===== config.mk =====
export PLATFORM = sky130hd
export DESIGN_NAME = isort_cell
export DESIGN_NICKNAME = d
export VERILOG_FILES = /design/src/hw/rtl/insertion_sorter_assert.svh /design/src/hw/rtl/isort_pkg.sv /design/src/hw/rtl/isort_cell.sv
export SDC_FILE = /design/constraint.sdc
export NUM_CORES = 1
export LEC_CHECK = 0
export BUFFER_PORTS_ARGS = -buffer_cell sky130_fd_sc_hd__buf_4
export CAP_MARGIN = 10
export CORE_MARGIN = 2
export CORE_UTILIZATION = 47
export CTS_BUF_LIST = sky130_fd_sc_hd__clkbuf_8 sky130_fd_sc_hd__clkbuf_16
export CTS_CLUSTER_SIZE = 10
export DETAILED_ROUTE_END_ITERATION = 12
export PLACE_DENSITY_LB_ADDON = 0.05
export SKIP_LAST_GASP = 1
export SYNTH_ARGS = -nofsm -noshare
export SYNTH_HDL_FRONTEND = slang
export SYNTH_SLANG_ARGS = --single-unit

===== constraint.sdc =====
create_clock -name clk_i -period 12.51 [get_ports clk_i]
set_input_delay 2.502 -clock clk_i [delete_from_list [all_inputs] [get_ports clk_i]]
set_output_delay 2.502 -clock clk_i [all_outputs]
set_load 0.03 [all_outputs]

===== src/hw/rtl/insertion_sorter_assert.svh =====
// assertion macros for the insertion sorter
`ifndef INSERTION_SORTER_ASSERT_SVH
`define INSERTION_SORTER_ASSERT_SVH

// consequent holds in the same cycle as the antecedent
`define IS_ASSERT_NOW(lbl, ante, cons, msg) \
  lbl: assert property (@(posedge clk_i) disable iff (!rst_ni) (ante) |-> (cons)) \
    else $error(msg);

// consequent holds in the cycle after the antecedent
`define IS_ASSERT_NEXT(lbl, ante, cons, msg) \
  lbl: assert property (@(posedge clk_i) disable iff (!rst_ni) (ante) |=> (cons)) \
    else $error(msg);

`endif


===== src/hw/rtl/isort_pkg.sv =====
package isort_pkg;

  // width of the key ports
  localparam int unsigned KEY_W = 64;

  typedef enum logic {
    ST_LOAD,
    ST_DRAIN
  } isort_state_e;

  // per-cycle command broadcast to every cell
  typedef struct packed {
    logic load;
    logic shift;
  } isort_ctrl_t;

endpackage


===== src/hw/rtl/isort_cell.sv =====
module isort_cell #(
  parameter int unsigned KEY_W = 64
) (
  input  logic                 clk_i,
  input  logic                 rst_ni,
  input  isort_pkg::isort_ctrl_t ctrl_i,
  input  logic [KEY_W-1:0]     new_key_i,
  input  logic [KEY_W-1:0]     left_key_i,
  input  logic                 left_gt_i,
  input  logic                 left_valid_i,
  input  logic [KEY_W-1:0]     right_key_i,
  input  logic                 right_valid_i,
  output logic [KEY_W-1:0]     key_o,
  output logic                 valid_o,
  output logic                 gt_o
);
  import isort_pkg::*;

  logic [KEY_W-1:0] key_q, key_d;
  logic             valid_q, valid_d;
  logic             gt;

  // strict compare keeps equal keys in arrival order
  assign gt = valid_q && (key_q > new_key_i);

  always_comb begin
    key_d   = key_q;
    valid_d = valid_q;
    if (ctrl_i.shift) begin
      key_d   = right_key_i;
      valid_d = right_valid_i;
    end else if (ctrl_i.load) begin
      if (left_gt_i) begin
        key_d   = left_key_i;
        valid_d = 1'b1;
      end else if (left_valid_i && (gt || !valid_q)) begin
        key_d   = new_key_i;
        valid_d = 1'b1;
      end
    end
  end

  always_ff @(posedge clk_i or negedge rst_ni) begin
    if (!rst_ni) begin
      valid_q <= 1'b0;
    end else begin
      valid_q <= valid_d;
    end
  end

  always_ff @(posedge clk_i) begin
    key_q <= key_d;
  end

  assign key_o   = key_q;
  assign valid_o = valid_q;
  assign gt_o    = gt;

endmodule


# After elaboration in Yosys (flattened, before gate mapping)
# Cells that the tools add are included.
# classes
addsub,0
mul,0
div_mod_pow,0
n_lt_le_gt_ge,1
eq_ne,0
shift,0
n_mux,8
bitwise,0
reduce_logical,7
# ops
op,n
64-bit two-way mux,4
64-bit greater-than comparator,1
1-bit two-way mux,4
3-bit nonzero test,1
1-bit logical AND,2
2-bit AND reduction,1
2-bit nonzero test,1
1-bit zero test,1
1-bit logical OR,1
# word_totals
register_bits,65
latch_bits,0
ramBits,0
rom_bits,0
word_cells,18
n_memories,0

# Logic depth before layout (Yosys ltp)
# logic_depth
word_depth,8
mapped_depth,9
mapped_depth_nobuf,9

# Least setup slack after synthesis
# No wires, ideal clock.
# synth_path
path_kind,input -> register
start,in new_key_i[14]
end,"reg key_q[0] (netlist: key_o[0]), enable pin"
arrival_ns,6.718
required_ns,12.024
setup_slack_ns,5.306
cell_stages,9
path_buffers,0
cell_sequence,inv_1 > ha_1 > nand4_2 > or4_4 > a21oi_2 > or4b_1 > a221o_1 > o21ai_2 > a311oi_2
# synth_via
elab_chain_cells,6
# synth_rtl
element,line,rtl
"start, declared",isort_cell.sv:7,"input logic [KEY_W-1:0] new_key_i,"
64-bit greater-than comparator,isort_cell.sv:24,assign gt = valid_q && (key_q > new_key_i);
1-bit logical AND,isort_cell.sv:24,
1-bit logical OR,isort_cell.sv:36,end else if (left_valid_i && (gt || !valid_q)) begin
1-bit logical AND,isort_cell.sv:36,
3-bit nonzero test (no line),n/a,
2-bit AND reduction (no line),n/a,
"end signal, assigned",isort_cell.sv:52,key_q <= key_d;
"end, declared",isort_cell.sv:19,"logic [KEY_W-1:0] key_q, key_d;"
# No other way between the ends.
# A chain may end at the register's enable or synchronous reset.

# Final worst setup path
# layout_path
start,in new_key_i[1]
end,out gt_o
# layout_via
elab_chain_cells,2
# layout_rtl
element,line,rtl
64-bit greater-than comparator,isort_cell.sv:24,
1-bit logical AND,isort_cell.sv:24,
"end, declared",isort_cell.sv:15,output logic gt_o
# No other way between the ends.

==> run summary <==
The floorplan step defined a core boundary enclosing 0.0102 sq mm. Data on the critical path is required at its endpoint by 10.01 ns. In this run switching power makes up 32.4% of total power. In this run the cell area measured after placement is 0.00702 sq mm.

The die is 106 microns wide. The worst clock skew was 0.0169 ns; the cell internal power dissipation was 0.496 mW. Part of the cycle the worst path needs: 57.3%. The fraction of post-synthesis cell area in the top cell type by area works out to 39.1%. Compared with the post-synthesis result, the final layout area differs by 47.0%.

The wire length reported by the detailed router is 14300 microns. The number of antenna violations at the first check in global routing was 0. The largest single stage delay on the critical path is 0.53 ns. The die extent in y is 106 microns, and the post-synth design cell area is 0.00491 sq mm. The sort of element at the end of the critical path was an output pin. For this run, asynchronously set or reset flops after synthesis account for 1.54%.

TritonCTS built the clock tree. The number of antenna diodes in the final layout is 0. CTS saw 65 sinks. The cell class contributing the biggest share of worst-path delay was compound AO/OA/AOI/OAI gates. The depth of the CTS H-tree is 3.

The number of different library cells used by synthesis comes to 34. Post-CTS timing repair inserted 0 buffers for setup. The first-iteration detailed-routing DRC count is 233, and the synthesis warning total is 0. In this run the deepest clock path goes through 2 buffers.

Yosys instantiated no cell more often than nand2_1. The number of buffers added on ports came out at 264. The run gives 0.0113 sq mm as the die outline area.

For this run, the post-layout net count is 1034. For this design the static power due to leakage is 3.75 nW. The largest fanout of any net on the critical path works out to 2.

The path type of the worst min-delay path is flop to flop. The count of standard-cell rows is 37, and the net load switching power is 0.237 mW. The tools report the register share of total power as 39.0%. For this run the aggregate overflow at the end of global routing stands at 0.

The tools report the hold violation total from the final report as 0. Counting flops and latches in the post-synthesis netlist gives 65. The most common flop cell mapped by yosys is edfxtp_1. In the global route stage, overall resource usage came out at 25.0%. Count of filler cells inserted in the layout: 846. The worst hold path passes through 3 cells.

After detailed routing, the average wire length per cell comes to 15.7 microns. The count of nets left with antenna violations once routing finished came out at 0. The starting utilization of the core area is 48.0%.

Setup repair after global routing left no endpoint under its margin. After synthesis, flip-flops and latches occupy 39.6% of the total area. For this run, the share of the core covered by cells in the final layout is 70.6%. Based on the critical path, the design can be clocked at up to 140 MHz.

The later pin in the worst-skew pair is clocked with a latency of 0.34 ns. For the post-route DRC violation count, the log shows 0. The first detailed-routing pass ran for 5 iterations.

Synthesis produced a netlist with a net count of 777. Setup violations remaining at the end of the flow were counted as 0. At the end of routability-driven placement, the weighted congestion stood at 0.898. The number of buffers and inverters on the critical path is 3.

Max-slew violation count: 0. Average size of a mapped cell: 9.55 sq um. The sort of element at the start of the critical path is an input port. The number of enable-type register cells in the synthesized netlist is 64, and the fraction of layout instances using a drive strength above 1 is 36.6%. After detailed routing, the number of vias per cell comes to 5.14. Measured against its own limit, the worst slew margin works out to 51.5%.

The slowest stage of the critical path is the or4b_1 cell. Counting the buffers created by CTS gives 9. For this block, the via count after detailed routing is 4685.

The combinational power share was 35.0%. Entering global routing, the biggest net connects 70 pins. The run finished with clean final reports.

The minimum period implied by the final worst setup slack came out at 7.16 ns. Once the clock tree was built, the resizer swapped 0 gates to a different size. 265 I/O pins were placed.

For this design, the CTS-stage hold fixing added 0 buffers. Setup total negative slack on the finished layout was measured at 0 ns. Synthesis produced a netlist whose cell count is 514. The max-capacitance violation count is 0.

Sorting the synthesized cells by area gives the leading types as edfxtp_1, ha_1, mux2i_1, o21ai_0, nand2_1. Traced cell by cell, the critical path runs through buf_4 -> inv_1 -> ha_1 -> nor2b_1 -> o21bai_1 -> a21oi_2 -> or4b_1 -> a221o_1 -> o21ai_2 -> nor2_1 -> buf_4. The worst path arrival time is 4.66 ns, and the critical path depth is 11. For the pin with the worst max-slew slack, the measured transition is 0.727 ns. In the synthesized netlist, the cells that appear most often are nand2_1, o21ai_0, inv_1. The power density relative to cell area came out at 102 mW/mm^2.

The root buffer cell is clkbuf_8. Via count of the first global-routing pass: 4572. By instance count, the cell type seen most on the critical path is buf_4. The logs give 0.00722 sq mm for the final instance area and 26.0% for the share of total power in the clock network. Once detailed placement completed, the half-perimeter wirelength came to 11700 microns. The first global-routing pass estimated 22300 microns of wire. The run gives 0.0000610 V as the maximum vdd drop. The clock slew seen by the registers of the worst setup and hold paths is 0.06 ns.

The cell count of the worst reg-to-reg path came out at 9. The worst setup path is of the input port to output pin kind. Dominant cell type by area after synthesis: edfxtp_1.
power groups by stage:
stage	Clock, mW	Sequential [mW]	Combinational (mW)
2_1_floorplan	0	0.337	0.0922
3_3_place_gp	0	0.289	0.251
3_5_place_dp	0	0.291	0.258
4_1_cts	0.193	0.286	0.259
5_1_grt	0.202	0.289	0.280
6_report	0.191	0.286	0.257
placed cells by master, fill, tap and decap left out:
cell type / Yosys / routed
ha_1: 64 / 64
o31ai_1: 1 / 1
and4_1: 4 / 4
o21a_1: 1 / 1
a221oi_1: 1 / 1
a311oi_4: 0 / 1
nor4_1: 1 / 1
or4b_1: 1 / 1
o21ai_0: 69 / 69
clkbuf_8: 0 / 9
or4_4: 1 / 1
nand3_1: 9 / 9
a221o_1: 2 / 2
nor3_1: 6 / 6
nand4_1: 10 / 10
dfrtp_1: 1 / 1
inv_1: 65 / 68
nor2b_1: 1 / 1
a21oi_1: 25 / 25
nand2_1: 79 / 79
clkinv_1: 0 / 2
o221ai_1: 1 / 1
buf_4: 0 / 268
a211oi_1: 2 / 2
mux2i_1: 64 / 64
nand4_2: 1 / 1
o21ai_2: 1 / 1
a21oi_2: 1 / 1
a22oi_1: 1 / 1
edfxtp_1: 64 / 64
bufinv_16: 0 / 2
a21o_1: 7 / 7
o21bai_1: 1 / 1
o211a_1: 2 / 2
nor2_1: 5 / 5
registers in the layout, summed over array words and instances, names as in the netlist:
register / flops
key_o: 64
valid_o: 1
worst reg2reg max path: stages (launching register included):
cell and delay, ns:
edfxtp_1 0.40, ha_1 0.35, nand4_2 0.13, or4_4 0.56, a21oi_2 0.10, or4b_1 0.16
a221o_1 0.18, o21ai_2 0.10, a311oi_4 0.28, buf_4 0.45
routing by layer:
metal	vias up	routed length, microns	GRT usage (%)
li1	2358	-	-
met1	2123	5530	28.8
met2	176	7360	44.7
met3	28	985	5.64
met4	0	405	9.96
met5	-	0	0
cells by family (layout without fill, tap and decap cells):
kind of cell / Yosys count / after routing / share of synthesized area [%]
buf+inv: 87 / 349 / 6.73
fa+ha+maj: 64 / 64 / 16.3
simple gates: 118 / 118 / 10.9
compound gates: 116 / 116 / 13.4
flops: 65 / 65 / 39.6
mux: 64 / 64 / 13.0
stage by stage:
step                hold WS, ns  instances  power [mW]  worst slack, ns
finish                    0.734        912       0.734             5.35
global route              0.794        912       0.772             5.24
CTS                       0.748        912       0.738             5.35
detailed placement        0.731        896       0.549             5.37
global placement          0.697        896       0.540             5.38
floorplan                 0.838        514       0.430             5.31
final timing paths:
kind | start | to | slack (ns)
min reg2reg | valid_o$_DFFE_PN0P_ | valid_o$_DFFE_PN0P_ | 0.73
min | valid_o$_DFFE_PN0P_ | valid_o$_DFFE_PN0P_ | 0.73
min in group asynchronous | rst_ni | valid_o$_DFFE_PN0P_ | 1.94
max reg2reg | key_o[14]$_DFFE_PP_ | key_o[45]$_DFFE_PP_ | 9.43
max | new_key_i[1] | gt_o | 5.35
max in group asynchronous | rst_ni | valid_o$_DFFE_PN0P_ | 10.49
area by class of cell:
| type | instances | area, sq um | area share (%) |
|---|---|---|---|
| clock buffers | 9 | 124 | 1.72 |
| clock inverters | 7 | 78.8 | 1.09 |
| inverters | 65 | 244 | 3.38 |
| multi-input cells | 362 | 2650 | 36.6 |
| flip-flops and latches | 65 | 1950 | 27.0 |
| well taps | 136 | 170 | 2.36 |
| repair buffers | 268 | 2010 | 27.9 |
Power figures use the tool's default switching activity.
